<file path="src/hw/rtl/truecolor_pixel_packer_assert.svh">
// ----------------------------------------------------------------------------
// Assertion macros for the truecolor pixel packer
// Concurrent checks used by the top level of the block.
// ----------------------------------------------------------------------------
`ifndef TRUECOLOR_PIXEL_PACKER_ASSERT_SVH
`define TRUECOLOR_PIXEL_PACKER_ASSERT_SVH

// The consequent must hold in the same cycle as the antecedent.
`define TPP_ASSERT_IMPL(lbl, clk, rst, ante, cons) \
  lbl: assert property (@(posedge clk) disable iff (rst) (ante) |-> (cons)) \
    else $error("truecolor_pixel_packer: assertion failed");

// The consequent must hold in the cycle after the antecedent.
`define TPP_ASSERT_NEXT(lbl, clk, rst, ante, cons) \
  lbl: assert property (@(posedge clk) disable iff (rst) (ante) |=> (cons)) \
    else $error("truecolor_pixel_packer: assertion failed");

`endif

</file>
<file path="src/hw/rtl/tpp_pkg.sv">
// ----------------------------------------------------------------------------
// tpp_pkg
// Types, constants and helper functions of the truecolor pixel packer.
// ----------------------------------------------------------------------------
package tpp_pkg;

  localparam int unsigned MaskW   = 32;
  localparam int unsigned PosW    = 5;
  localparam int unsigned ChanW   = 8;
  localparam int unsigned ProdW   = 40;
  localparam int unsigned SumW    = 11;
  localparam int unsigned CntW    = 2;
  localparam int unsigned IndexW  = 3;
  localparam int unsigned Round   = 127;
  localparam int unsigned Den     = 255;
  localparam int unsigned MaxCarry = 5;

  typedef enum logic [IndexW-1:0] {
    REG_RED_MASK   = 3'd0,
    REG_GREEN_MASK = 3'd1,
    REG_BLUE_MASK  = 3'd2,
    REG_BYTES      = 3'd3,
    REG_LOW_FIRST  = 3'd4
  } reg_idx_t;

  typedef struct packed {
    logic [MaskW-1:0] m;
    logic [PosW-1:0]  pos;
  } field_t;

  typedef struct packed {
    field_t            red;
    field_t            green;
    field_t            blue;
    logic [CntW-1:0]   last_idx;
    logic              low_first;
  } cfg_t;

  // Splits a mask into its lowest set bit position and the mask moved down.
  function automatic field_t split_mask(logic [MaskW-1:0] w);
    logic [MaskW-1:0] low;
    field_t           f;
    low = w & (~w + MaskW'(1));
    f.pos = '0;
    for (int i = 0; i < MaskW; i++) begin
      if (low[i]) f.pos = PosW'(i);
    end
    f.m = w >> f.pos;
    return f;
  endfunction

  // Quotient by 255 of a small digit sum.
  function automatic logic [2:0] div_small(logic [SumW-1:0] s);
    logic [2:0] r;
    r = '0;
    for (int k = 1; k <= MaxCarry; k++) begin
      if (s >= SumW'(Den * k)) r = r + 3'd1;
    end
    return r;
  endfunction

  // Clamps a byte count to 2..4 and returns the index of the last byte.
  function automatic logic [CntW-1:0] last_index(logic [IndexW-1:0] n);
    logic [CntW-1:0] r;
    if (n <= 3'd2) r = 2'd1;
    else if (n >= 3'd4) r = 2'd3;
    else r = 2'd2;
    return r;
  endfunction

endpackage

</file>
<file path="src/hw/rtl/truecolor_pixel_packer.sv">
// ----------------------------------------------------------------------------
// truecolor_pixel_packer
// Converts 24-bit RGB pixels into masked truecolour pixels sent byte by byte.
// ----------------------------------------------------------------------------
// Each pixel passes through a four-stage pipeline (multiply, byte sums,
// quotient and shift, field merge) and then a serialiser that sends it as
// two, three or four byte items, the last one marked. The pipeline takes a
// new pixel in every cycle unless pixel_stall is high, so the sustained rate
// is set by the byte-wide output alone. A configuration write takes effect
// in the following cycle.
module truecolor_pixel_packer (
  input  logic                         clk,
  input  logic                         rst,
  input  logic                         cfg_valid,
  output logic                         cfg_ready,
  input  logic [tpp_pkg::IndexW-1:0]   cfg_index,
  input  logic [tpp_pkg::MaskW-1:0]    cfg_data,
  input  logic                         pixel_valid,
  output logic                         pixel_stall,
  input  logic [3*tpp_pkg::ChanW-1:0]  source_rgb,
  output logic                         byte_valid,
  input  logic                         byte_stall,
  output logic [tpp_pkg::ChanW-1:0]    out_byte,
  output logic                         last_byte
);
  import tpp_pkg::*;

  cfg_t             cfg;
  logic             word_valid;
  logic             word_ready;
  logic [MaskW-1:0] word;

  tpp_cfg u_cfg (
    .clk       (clk),
    .rst       (rst),
    .cfg_valid (cfg_valid),
    .cfg_ready (cfg_ready),
    .cfg_index (cfg_index),
    .cfg_data  (cfg_data),
    .cfg       (cfg)
  );

  tpp_pipe u_pipe (
    .clk         (clk),
    .rst         (rst),
    .pixel_valid (pixel_valid),
    .pixel_stall (pixel_stall),
    .source_rgb  (source_rgb),
    .cfg         (cfg),
    .word_valid  (word_valid),
    .word_ready  (word_ready),
    .word        (word)
  );

  tpp_ser u_ser (
    .clk        (clk),
    .rst        (rst),
    .last_idx   (cfg.last_idx),
    .low_first  (cfg.low_first),
    .word_valid (word_valid),
    .word_ready (word_ready),
    .word       (word),
    .byte_valid (byte_valid),
    .byte_stall (byte_stall),
    .out_byte   (out_byte),
    .last_byte  (last_byte)
  );

`include "truecolor_pixel_packer_assert.svh"

  `TPP_ASSERT_IMPL(a_idle_no_stall, clk, rst, !byte_valid, !pixel_stall)
  `TPP_ASSERT_NEXT(a_pixel_continues, clk, rst, byte_valid && !byte_stall && !last_byte, byte_valid)
  `TPP_ASSERT_NEXT(a_word_held, clk, rst, word_valid && !word_ready, word_valid && $stable(word))

endmodule

</file>
<file path="src/hw/rtl/tpp_cfg.sv">
// ----------------------------------------------------------------------------
// tpp_cfg
// Configuration registers, kept as decoded field positions and last byte index.
// ----------------------------------------------------------------------------
module tpp_cfg (
  input  logic                         clk,
  input  logic                         rst,
  input  logic                         cfg_valid,
  output logic                         cfg_ready,
  input  logic [tpp_pkg::IndexW-1:0]   cfg_index,
  input  logic [tpp_pkg::MaskW-1:0]    cfg_data,
  output tpp_pkg::cfg_t                cfg
);
  import tpp_pkg::*;

  field_t split;

  assign cfg_ready = 1'b1;
  assign split     = split_mask(cfg_data);

  always_ff @(posedge clk) begin
    if (rst) begin
      cfg.red.m       <= MaskW'(32'h0000_00FF);
      cfg.red.pos     <= PosW'(16);
      cfg.green.m     <= MaskW'(32'h0000_00FF);
      cfg.green.pos   <= PosW'(8);
      cfg.blue.m      <= MaskW'(32'h0000_00FF);
      cfg.blue.pos    <= PosW'(0);
      cfg.last_idx    <= CntW'(3);
      cfg.low_first   <= 1'b1;
    end else if (cfg_valid && cfg_ready) begin
      case (reg_idx_t'(cfg_index))
        REG_RED_MASK:   cfg.red   <= split;
        REG_GREEN_MASK: cfg.green <= split;
        REG_BLUE_MASK:  cfg.blue  <= split;
        REG_BYTES:      cfg.last_idx  <= last_index(cfg_data[IndexW-1:0]);
        REG_LOW_FIRST:  cfg.low_first <= cfg_data[0];
        default: begin
        end
      endcase
    end
  end

endmodule

</file>
<file path="src/hw/rtl/tpp_scale.sv">
// ----------------------------------------------------------------------------
// tpp_scale
// Three-stage datapath that scales one channel into its field.
// ----------------------------------------------------------------------------
module tpp_scale (
  input  logic                        clk,
  input  logic [2:0]                  en,
  input  logic [tpp_pkg::ChanW-1:0]   value,
  input  tpp_pkg::field_t             fld,
  output logic [tpp_pkg::MaskW-1:0]   field_val
);
  import tpp_pkg::*;

  logic [ProdW-1:0] prod;
  logic [ProdW-1:0] prod_r;
  logic [MaskW:0]   hi_sum;
  logic [MaskW:0]   hi_sum_r;
  logic [16:0]      lo_sum;
  logic [16:0]      lo_sum_r;
  logic [SumW-1:0]  dsum;
  logic [SumW-1:0]  dsum_r;
  logic [MaskW-1:0] quot;

  // The quotient by 255 is the sum of the product moved down by whole bytes,
  // plus the small quotient of the sum of its bytes.
  assign prod   = ProdW'(value) * ProdW'(fld.m) + ProdW'(Round);
  assign hi_sum = (MaskW+1)'(prod_r[39:8]) + (MaskW+1)'(prod_r[39:16]);
  assign lo_sum = 17'(prod_r[39:24]) + 17'(prod_r[39:32]);
  assign dsum   = SumW'(prod_r[7:0]) + SumW'(prod_r[15:8]) + SumW'(prod_r[23:16])
                + SumW'(prod_r[31:24]) + SumW'(prod_r[39:32]);
  assign quot   = hi_sum_r[MaskW-1:0] + MaskW'(lo_sum_r) + MaskW'(div_small(dsum_r));

  always_ff @(posedge clk) begin
    if (en[0]) prod_r <= prod;
    if (en[1]) begin
      hi_sum_r <= hi_sum;
      lo_sum_r <= lo_sum;
      dsum_r   <= dsum;
    end
    if (en[2]) field_val <= quot << fld.pos;
  end

endmodule

</file>
<file path="src/hw/rtl/tpp_pipe.sv">
// ----------------------------------------------------------------------------
// tpp_pipe
// Four-stage pixel pipeline: three channel datapaths and the field merge.
// ----------------------------------------------------------------------------
module tpp_pipe (
  input  logic                         clk,
  input  logic                         rst,
  input  logic                         pixel_valid,
  output logic                         pixel_stall,
  input  logic [3*tpp_pkg::ChanW-1:0]  source_rgb,
  input  tpp_pkg::cfg_t                cfg,
  output logic                         word_valid,
  input  logic                         word_ready,
  output logic [tpp_pkg::MaskW-1:0]    word
);
  import tpp_pkg::*;

  logic [3:0]       vld;
  logic [3:0]       rdy;
  logic [MaskW-1:0] red_f;
  logic [MaskW-1:0] green_f;
  logic [MaskW-1:0] blue_f;

  assign rdy[3] = !vld[3] || word_ready;
  assign rdy[2] = !vld[2] || rdy[3];
  assign rdy[1] = !vld[1] || rdy[2];
  assign rdy[0] = !vld[0] || rdy[1];

  assign pixel_stall = !rdy[0];
  assign word_valid  = vld[3];

  tpp_scale u_red (
    .clk       (clk),
    .en        (rdy[2:0]),
    .value     (source_rgb[23:16]),
    .fld       (cfg.red),
    .field_val (red_f)
  );

  tpp_scale u_green (
    .clk       (clk),
    .en        (rdy[2:0]),
    .value     (source_rgb[15:8]),
    .fld       (cfg.green),
    .field_val (green_f)
  );

  tpp_scale u_blue (
    .clk       (clk),
    .en        (rdy[2:0]),
    .value     (source_rgb[7:0]),
    .fld       (cfg.blue),
    .field_val (blue_f)
  );

  always_ff @(posedge clk) begin
    if (rst) begin
      vld <= '0;
    end else begin
      if (rdy[0]) vld[0] <= pixel_valid;
      if (rdy[1]) vld[1] <= vld[0];
      if (rdy[2]) vld[2] <= vld[1];
      if (rdy[3]) vld[3] <= vld[2];
    end
  end

  always_ff @(posedge clk) begin
    if (rdy[3]) word <= red_f | green_f | blue_f;
  end

endmodule

</file>
<file path="src/hw/rtl/tpp_ser.sv">
// ----------------------------------------------------------------------------
// tpp_ser
// Byte serialiser that sends each pixel word as two to four items.
// ----------------------------------------------------------------------------
module tpp_ser (
  input  logic                        clk,
  input  logic                        rst,
  input  logic [tpp_pkg::CntW-1:0]    last_idx,
  input  logic                        low_first,
  input  logic                        word_valid,
  output logic                        word_ready,
  input  logic [tpp_pkg::MaskW-1:0]   word,
  output logic                        byte_valid,
  input  logic                        byte_stall,
  output logic [tpp_pkg::ChanW-1:0]   out_byte,
  output logic                        last_byte
);
  import tpp_pkg::*;

  logic             busy;
  logic [CntW-1:0]  cnt;
  logic [MaskW-1:0] held;
  logic [CntW-1:0]  sel;
  logic             take;

  assign take       = busy && !byte_stall;
  assign last_byte  = (cnt == last_idx);
  assign word_ready = !busy || (take && last_byte);
  assign byte_valid = busy;
  assign sel        = low_first ? cnt : last_idx - cnt;
  assign out_byte   = held[{sel, 3'b000} +: ChanW];

  always_ff @(posedge clk) begin
    if (rst) begin
      busy <= 1'b0;
      cnt  <= '0;
    end else if (word_ready) begin
      busy <= word_valid;
      cnt  <= '0;
    end else if (take) begin
      cnt  <= cnt + CntW'(1);
    end
  end

  always_ff @(posedge clk) begin
    if (word_ready && word_valid) held <= word;
  end

endmodule
</file>
<file path="config.mk">
export PLATFORM = sky130hd
export DESIGN_NAME = truecolor_pixel_packer
export DESIGN_NICKNAME = d
export VERILOG_FILES = /design/src/hw/rtl/tpp_pkg.sv /design/src/hw/rtl/truecolor_pixel_packer.sv /design/src/hw/rtl/tpp_cfg.sv /design/src/hw/rtl/tpp_scale.sv /design/src/hw/rtl/tpp_pipe.sv /design/src/hw/rtl/tpp_ser.sv
export VERILOG_INCLUDE_DIRS = /design/src /design/src/hw/rtl
export SDC_FILE = /design/constraint.sdc
export NUM_CORES = 2
export LEC_CHECK = 0
export ABC_AREA = 1
export BUFFER_PORTS_ARGS = -buffer_cell sky130_fd_sc_hd__clkbuf_2
export CAP_MARGIN = 20
export CORE_ASPECT_RATIO = 0.6
export CORE_UTILIZATION = 50
export CTS_CLUSTER_DIAMETER = 50
export CTS_CLUSTER_SIZE = 20
export DETAILED_ROUTE_END_ITERATION = 8
export HOLD_SLACK_MARGIN = 0.06
export PLACE_DENSITY = 0.66
export SETUP_SLACK_MARGIN = 0.2
export SYNTH_ARGS = -nofsm -noshare
export SYNTH_HDL_FRONTEND = slang
export SYNTH_SLANG_ARGS = --single-unit
</file>
<file path="constraint.sdc">
create_clock -name clk -period 12.1 [get_ports clk]
set_clock_uncertainty 0.15 [all_clocks]
set_input_delay 1.21 -clock clk [delete_from_list [all_inputs] [get_ports clk]]
set_output_delay 1.21 -clock clk [all_outputs]
set_load 0.05 [all_outputs]
</file>
After elaboration in Yosys (flattened, before gate mapping)
Cells that the tools add are included.
{"block": "totals", "regBits": 581, "output_inout_bits": 12, "word_cells": 178, "inputBits": 64}
{"block": "op_classes", "muxes": 49, "eq_ne": 5, "magnitude_cmp": 17, "addsub": 42, "reduce_logical": 22, "n_bitwise": 4, "n_shift": 5, "n_mul": 3}
{"operator": "5-bit two-way mux", "n": 30}
{"operator": "40-bit by 7-bit adder with 40-bit output, second input constant", "n": 3}
{"operator": "8-bit by 32-bit multiplier with 40-bit output", "n": 3}
{"operator": "32-bit by 17-bit adder with 32-bit output", "n": 3}
{"operator": "32-bit by 24-bit adder with 32-bit output", "n": 3}
{"operator": "32-bit by 3-bit adder with 32-bit output", "n": 3}
{"operator": "32-bit by 5-bit << shifter with 32-bit output", "n": 3}
{"operator": "11-bit by 10-bit greater-or-equal comparator with 1-bit output, second input constant", "n": 6}
{"operator": "32-bit bitwise OR", "n": 2}
{"operator": "16-bit by 8-bit adder with 17-bit output", "n": 3}
{"operator": "3-bit by 1-bit adder with 3-bit output, second input constant", "n": 12}
{"operator": "3-bit two-way mux", "n": 12}
{"operator": "10-bit by 8-bit adder with 11-bit output", "n": 3}
{"operator": "11-bit by 8-bit adder with 11-bit output", "n": 3}
{"operator": "11-bit greater-or-equal comparator, second input constant", "n": 3}
{"operator": "11-bit by 8-bit greater-or-equal comparator with 1-bit output, second input constant", "n": 3}
{"operator": "11-bit by 9-bit greater-or-equal comparator with 1-bit output, second input constant", "n": 3}
{"operator": "32-bit by 1-bit adder with 32-bit output, second input constant", "n": 1}
{"operator": "32-bit AND", "n": 1}
{"operator": "32-bit NOT", "n": 1}
{"operator": "32-bit by 6-bit variable part select with 8-bit output", "n": 1}
{"operator": "32-bit by 5-bit right shift with 32-bit output", "n": 1}
{"operator": "9-bit by 8-bit adder with 10-bit output", "n": 3}
{"operator": "8-bit by 8-bit adder with 9-bit output", "n": 3}
{"operator": "16 further kinds", "n": 38}

Logic depth before layout (Yosys ltp)
{"block": "depth", "ltp_word": 35, "ltp_mapped": 39, "mapped_depth_nobuf": 39}

Modules after synthesis
A second synthesis with hierarchy kept.
{"block": "hier_totals", "cells_unflattened": 9072, "area_unflattened_um2": 68346.8}
{"module": "tpp_scale (u_pipe.u_green)", "instances": 1, "cells_each": 2663, "area_per_inst_um2": 19851.5, "seq_area_each_um2": 3963.8}
{"module": "tpp_scale (u_pipe.u_red)", "instances": 1, "cells_each": 2609, "area_per_inst_um2": 19794.0, "seq_area_each_um2": 3963.8}
{"module": "tpp_scale (u_pipe.u_blue)", "instances": 1, "cells_each": 2589, "area_per_inst_um2": 19458.7, "seq_area_each_um2": 3963.8}
{"module": "tpp_cfg", "instances": 1, "cells_each": 977, "area_per_inst_um2": 6381.1, "seq_area_each_um2": 2282.2}
{"module": "tpp_ser", "instances": 1, "cells_each": 151, "area_per_inst_um2": 1522.7, "seq_area_each_um2": 1021.0}
{"module": "tpp_pipe", "instances": 1, "cells_each": 83, "area_per_inst_um2": 1338.8, "seq_area_each_um2": 1041.0}

Least setup slack after synthesis
Ideal clock, no wire load.
{"block": "synth_path", "kind": "register to register", "start": "register u_cfg.cfg[1] (netlist name)", "end": "register u_pipe.u_blue.prod_r[0] (enable)", "t_arrival_ps": 12121, "stages_incl_launch_ff": 15, "path_buffers": 0, "synth_period_minus_slack_ps": 12737, "slack_ps": -637, "setup_time_ps": 466, "cell_sequence": "dfxtp_1 -> inv_1 -> ha_1 -> inv_1 -> nor2_1 -> nand2_1 -> nand2_1 -> nor2_1 -> inv_1 -> nor2_1 -> inv_1 -> nor2_1 -> inv_1 -> nor2_1 -> inv_1"}
{"block": "synth_via", "elab_chain_len": 7}
{"item": "2-bit == test", "line": "tpp_ser.sv:27", "source": "assign last_byte = (cnt == last_idx);"}
{"item": "net last_byte", "line": "truecolor_pixel_packer.sv:24", "source": "output logic last_byte"}
{"item": "1-bit logical AND", "line": "tpp_ser.sv:28", "source": "assign word_ready = !busy || (take && last_byte);"}
{"item": "1-bit logical OR", "line": "tpp_ser.sv:28"}
{"item": "1-bit logical OR", "line": "tpp_pipe.sv:24", "source": "assign rdy[3] = !vld[3] || word_ready;"}
{"item": "net u_pipe.rdy[3]", "line": "tpp_pipe.sv:19", "source": "logic [3:0] rdy;"}
{"item": "1-bit logical OR", "line": "tpp_pipe.sv:25", "source": "assign rdy[2] = !vld[2] || rdy[3];"}
{"item": "net u_pipe.rdy[2]", "line": "tpp_pipe.sv:19"}
{"item": "1-bit logical OR", "line": "tpp_pipe.sv:26", "source": "assign rdy[1] = !vld[1] || rdy[2];"}
{"item": "net u_pipe.rdy[1]", "line": "tpp_pipe.sv:19"}
{"item": "1-bit logical OR", "line": "tpp_pipe.sv:27", "source": "assign rdy[0] = !vld[0] || rdy[1];"}
{"item": "end signal: assignment", "line": "tpp_scale.sv:34", "source": "if (en[0]) prod_r <= prod;"}
{"item": "end: declaration", "line": "tpp_scale.sv:15", "source": "logic [ProdW-1:0] prod_r;"}
The timed path passes the listed nets, and every way through them passes these cells.
A chain may end at the register's enable or synchronous reset.

Worst setup path in the final report
{"block": "layout_path", "start": "register u_pipe.u_red.dsum_r[5]", "end": "register u_pipe.u_red.field_val[24] in the netlist's numbering, data pin"}
{"block": "layout_via", "elab_chain_len": 12, "word_cells_on_any_way": 16, "cone_classes": "add/sub: 5; order compare: 5; shift: 1; mux: 5"}
{"item": "start: declaration", "line": "tpp_scale.sv:21", "source": "logic [SumW-1:0] dsum_r;"}
{"item": "start signal: assignment", "line": "tpp_scale.sv:38", "source": "dsum_r <= dsum;"}
{"item": "11-bit by 8-bit greater-or-equal comparator with 1-bit output", "line": "tpp_pkg.sv:57", "source": "if (s >= SumW'(Den * k)) r = r + 3'd1;"}
{"item": "1-bit two-way mux", "line": "tpp_pkg.sv:57"}
{"item": "3-bit by 1-bit adder with 3-bit output", "line": "tpp_pkg.sv:57"}
{"item": "3-bit two-way mux", "line": "tpp_pkg.sv:57"}
{"item": "3-bit by 1-bit adder with 3-bit output", "line": "tpp_pkg.sv:57"}
{"item": "3-bit two-way mux", "line": "tpp_pkg.sv:57"}
{"item": "3-bit by 1-bit adder with 3-bit output", "line": "tpp_pkg.sv:57"}
{"item": "3-bit two-way mux", "line": "tpp_pkg.sv:57"}
{"item": "3-bit by 1-bit adder with 3-bit output", "line": "tpp_pkg.sv:57"}
{"item": "3-bit two-way mux (*)", "line": "tpp_pkg.sv:57"}
{"item": "32-bit by 3-bit adder with 32-bit output (*)", "line": "tpp_scale.sv:31", "source": "assign quot = hi_sum_r[MaskW-1:0] + MaskW'(lo_sum_r) + MaskW'(div_small(dsum_r));"}
{"item": "32-bit by 5-bit << shifter with 32-bit output (*)", "line": "tpp_scale.sv:40", "source": "if (en[2]) field_val <= quot << fld.pos;"}
{"item": "end signal: assignment", "line": "tpp_scale.sv:40"}
{"item": "end: declaration", "line": "tpp_scale.sv:10", "source": "output logic [tpp_pkg::MaskW-1:0] field_val"}
Mark *: on every way between the ends. The rest lies on a longest branch, timed or not.

==> summary.md <==
| Metric | Value |
|---|---|
| Count of final hold-check violations | `0` |
| Post-synth EDFFs | `460` |
| Drt initial violations | `5965` |
| Startpoint type of the worst setup path | `flip-flop` |
| Final Wtd Congestion | `0.967` |
| Total Power | `0.0137 W` |
| Critical Path Source | `u_pipe.u_red.dsum_r[5]` |
| RSZ-0062 raised after global routing | `no` |
| TritonRoute pass-1 iters | `6` |
| Hold Startpoint | `u_pipe.word[17]` |
| Initial antenna violation count | `7` |
| Final WL | `183000 um` |
| Max Clock Freq | `147 MHz` |
| Minimum clock period after layout | `6790 ps` |
| Non-Filler Instances | `9610` |
| Stages on worst setup path | `32` |
| # IOs | `76` |
| Seq cells post-synth | `581` |
| Dpl hpwl | `147000 um` |
| TritonCTS Buffers | `58` |
| Die area | `129000 um^2` |
| WP data arrival | `7070 ps` |
| Worst Reg-to-Reg Cells | `32` |
| Skew-Pair Late Insertion Delay | `690 ps` |
| Syn Area/Cell | `7.95 um^2` |
| Fin crit share | `56.1%` |
| Die X | `463 um` |
| Starting Density | `50.4%` |
| Yosys warnings | `0` |
| CTS tree | `yes` |
| Hold_ws | `265 ps` |
| # DRC | `0` |
| Slowest CP cell | `fa_1` |
| Max Buffers Root-to-Sink | `3` |
| WP buf/inv | `3` |
| Setup CP Type | `reg -> reg` |
| Top-area cell type share of the netlist area | `21.7%` |
| Die Ht | `279 um` |
| Placed cell count | `9501` |
| Cell variety after synth | `65` |
| Top cells by area, synth | `edfxtp_1 22%, fa_1 20%, nand2_1 11%` |
| RR Startpoint | `u_pipe.u_red.dsum_r[5]` |
| DRT antenna net count | `0` |
| Dominant cell type by area after synthesis | `edfxtp_1` |
| Sequential area share after synthesis | `25.5%` |
| Worst Hold Class | `reg -> reg` |
| Crit-path most repeated cell | `nand2_1` |
| Global route overflow | `0` |
| Top post-synthesis cells by count | `1811 x nand2_1, 1549 x inv_1, 645 x fa_1, 616 x nand3_1, 460 x edfxtp_1` |
| Dpl ws | `5130 ps` |
| Synth Net Count | `9187` |
| Final setup TNS | `0 ps` |
| Wire per inst | `19.0 um` |
| Setup violators final | `0` |
| Mapped cell area | `63800 um^2` |
| GR Util All Layers | `28.3%` |
| Synth Instances | `8021` |
| Worst setup margin | `5310 ps` |
| Area Overhead vs Synth | `5.69%` |
| Slew @ Worst Pin | `1110 ps` |
| Vias | `52677` |
| Post-CTS setup buffers | `0` |
| CP max stage delay | `530 ps` |
| Delay-heaviest family, CP | `adder cells` |
| Clk pin slew, worst setup/hold paths | `80 ps` |
| Crit path capture type | `flip-flop` |
| Nets | `9029` |
| First-pass GRT wire length | `287000 um` |
| Crit-path max FO | `4` |
| H-Tree Depth | `2` |
| FFs w/ async S/R, synth | `0%` |
| Vias in the first global route | `49250` |
| Slew HR | `26.2%` |
| Leakage | `34.5 nW` |
| Routed vias/inst | `5.48` |
| Power Density | `203 nW/um^2` |
| Cts hold-fix bufs | `0` |
| Worst VDD drop | `0.000262 V` |
| Max-slew violations | `0` |
| Rows | `101` |
| Outcome | `finished clean` |
| Root buf cell | `clkbuf_16` |
| Critical Path RT | `12380 ps` |
| Top FF cell, synth | `edfxtp_1` |
| Max-Cap Viols | `0` |
| Hold Path Stages | `0` |
| Pin count of the biggest net entering global routing | `182` |
| Total core area | `126000 um^2` |
| Clock sinks | `581` |
| Count leader, synth | `nand2_1` |
| Share of cells above drive strength 1 | `4.05%` |
| Cts repair resizes | `0` |
| PortBufs | `74` |
[cell usage in the layout, fill, tap and decap left out, types with 6 or more instances in the layout]
| cell type | Yosys | final |
|---|---|---|
| o211ai_1 | 30 | 30 |
| a21o_1 | 15 | 15 |
| buf_4 | 5 | 27 |
| clkbuf_2 | 0 | 74 |
| nor2_2 | 5 | 6 |
| a21boi_0 | 7 | 7 |
| ha_1 | 457 | 457 |
| o21ai_0 | 388 | 388 |
| edfxtp_1 | 460 | 460 |
| xor2_1 | 214 | 214 |
| o22ai_1 | 14 | 14 |
| o31ai_1 | 10 | 10 |
| nand4_1 | 80 | 80 |
| nand3b_1 | 15 | 15 |
| clkbuf_16 | 0 | 59 |
| dfxtp_1 | 121 | 121 |
| a21oi_1 | 436 | 436 |
| nand3_1 | 616 | 616 |
| nand2_1 | 1811 | 1811 |
| a211oi_1 | 16 | 16 |
| inv_2 | 12 | 13 |
| o21ai_1 | 8 | 8 |
| fa_1 | 645 | 645 |
| inv_1 | 1549 | 1545 |
| a31oi_1 | 30 | 30 |
| o21a_1 | 13 | 13 |
| mux2i_1 | 20 | 20 |
| inv_12 | 0 | 9 |
| nor2_4 | 8 | 9 |
| clkinv_8 | 0 | 8 |
| o21bai_1 | 16 | 16 |
| or3_1 | 33 | 33 |
| or2_2 | 57 | 57 |
| xnor2_1 | 112 | 112 |
| nor4_1 | 15 | 14 |
| inv_6 | 0 | 7 |
| nor2_1 | 350 | 348 |
| nor3_1 | 69 | 69 |
| clkinv_1 | 11 | 13 |
[cell families after synthesis]
| group | share of synthesized area, % |
|---|---|
| AO/OA/AOI/OAI | 8.58 |
| XOR/XNOR | 4.48 |
| adder cells (fa/ha/maj) | 29.2 |
| buffers and inverters | 11.3 |
| flip-flops | 25.5 |
| multiplexers | 0.331 |
| other | 0.00588 |
| AND/OR/NAND/NOR | 20.7 |
[report_power, final]
part           total, W  leakage (nW)  internal, W  switching, W
combinational   0.00810          27.4      0.00298       0.00512
sequential      0.00362          6.10      0.00317      0.000454
clock           0.00197          1.02      0.00100      0.000974
total            0.0137          34.5      0.00714       0.00655
[flip-flops by register name, indices dropped and copies added, names as in the netlist, 17 cells and up]
signal                    count
u_pipe.u_red.prod_r          40
u_pipe.u_red.field_val       32
u_cfg.cfg                   114
u_ser.held                   32
u_pipe.u_green.lo_sum_r      17
u_pipe.u_blue.lo_sum_r       17
u_pipe.u_green.field_val     32
u_pipe.u_blue.prod_r         40
u_pipe.u_blue.field_val      32
u_pipe.u_green.prod_r        40
u_pipe.word                  32
u_pipe.u_red.hi_sum_r        32
u_pipe.u_red.lo_sum_r        17
u_pipe.u_blue.hi_sum_r       32
u_pipe.u_green.hi_sum_r      32
[worst paths after layout]
| path | to | slack [ps] |
|---|---|---|
| max reg2reg | u_pipe.u_red.field_val[24] | 5310 |
| max | u_pipe.u_red.field_val[24] | 5310 |
| min | u_ser.held[17] | 260 |
| min reg2reg | u_ser.held[17] | 260 |
[cell type report]
type / count / area (um^2)
Fill cell: 11943 / 59100
Clock buffer: 61 / 1490
Sequential cell: 581 / 16200
Antenna cell: 2 / 5.00
Timing Repair Buffer: 103 / 621
Tap cell: 1699 / 2130
Clock inverter: 45 / 626
Inverter: 1573 / 5910
Multi-Input combinational cell: 5546 / 40400
[routing by layer]
| layer | wire length (um) | share of wire, % | track usage, % | vias to the layer above |
|---|---|---|---|---|
| li1 | - | - | - | 25136 |
| met1 | 92500 | 51 | 47.2 | 25195 |
| met2 | 67600 | 37 | 36.7 | 2206 |
| met3 | 20100 | 11 | 6.01 | 140 |
| met4 | 2550 | 1.4 | 4.43 | 0 |
| met5 | 0 | 0 | 0 | - |
[through the flow]
stage | utilization (%) | instance area (um^2)
floorplan | - | 63800
CTS | 53.3 | 67400
finish | 53.3 | 67400
global placement | 51.6 | 65300
detailed placement | 51.6 | 65300
global route | 53.3 | 67400
Power figures use the tool's default switching activity.
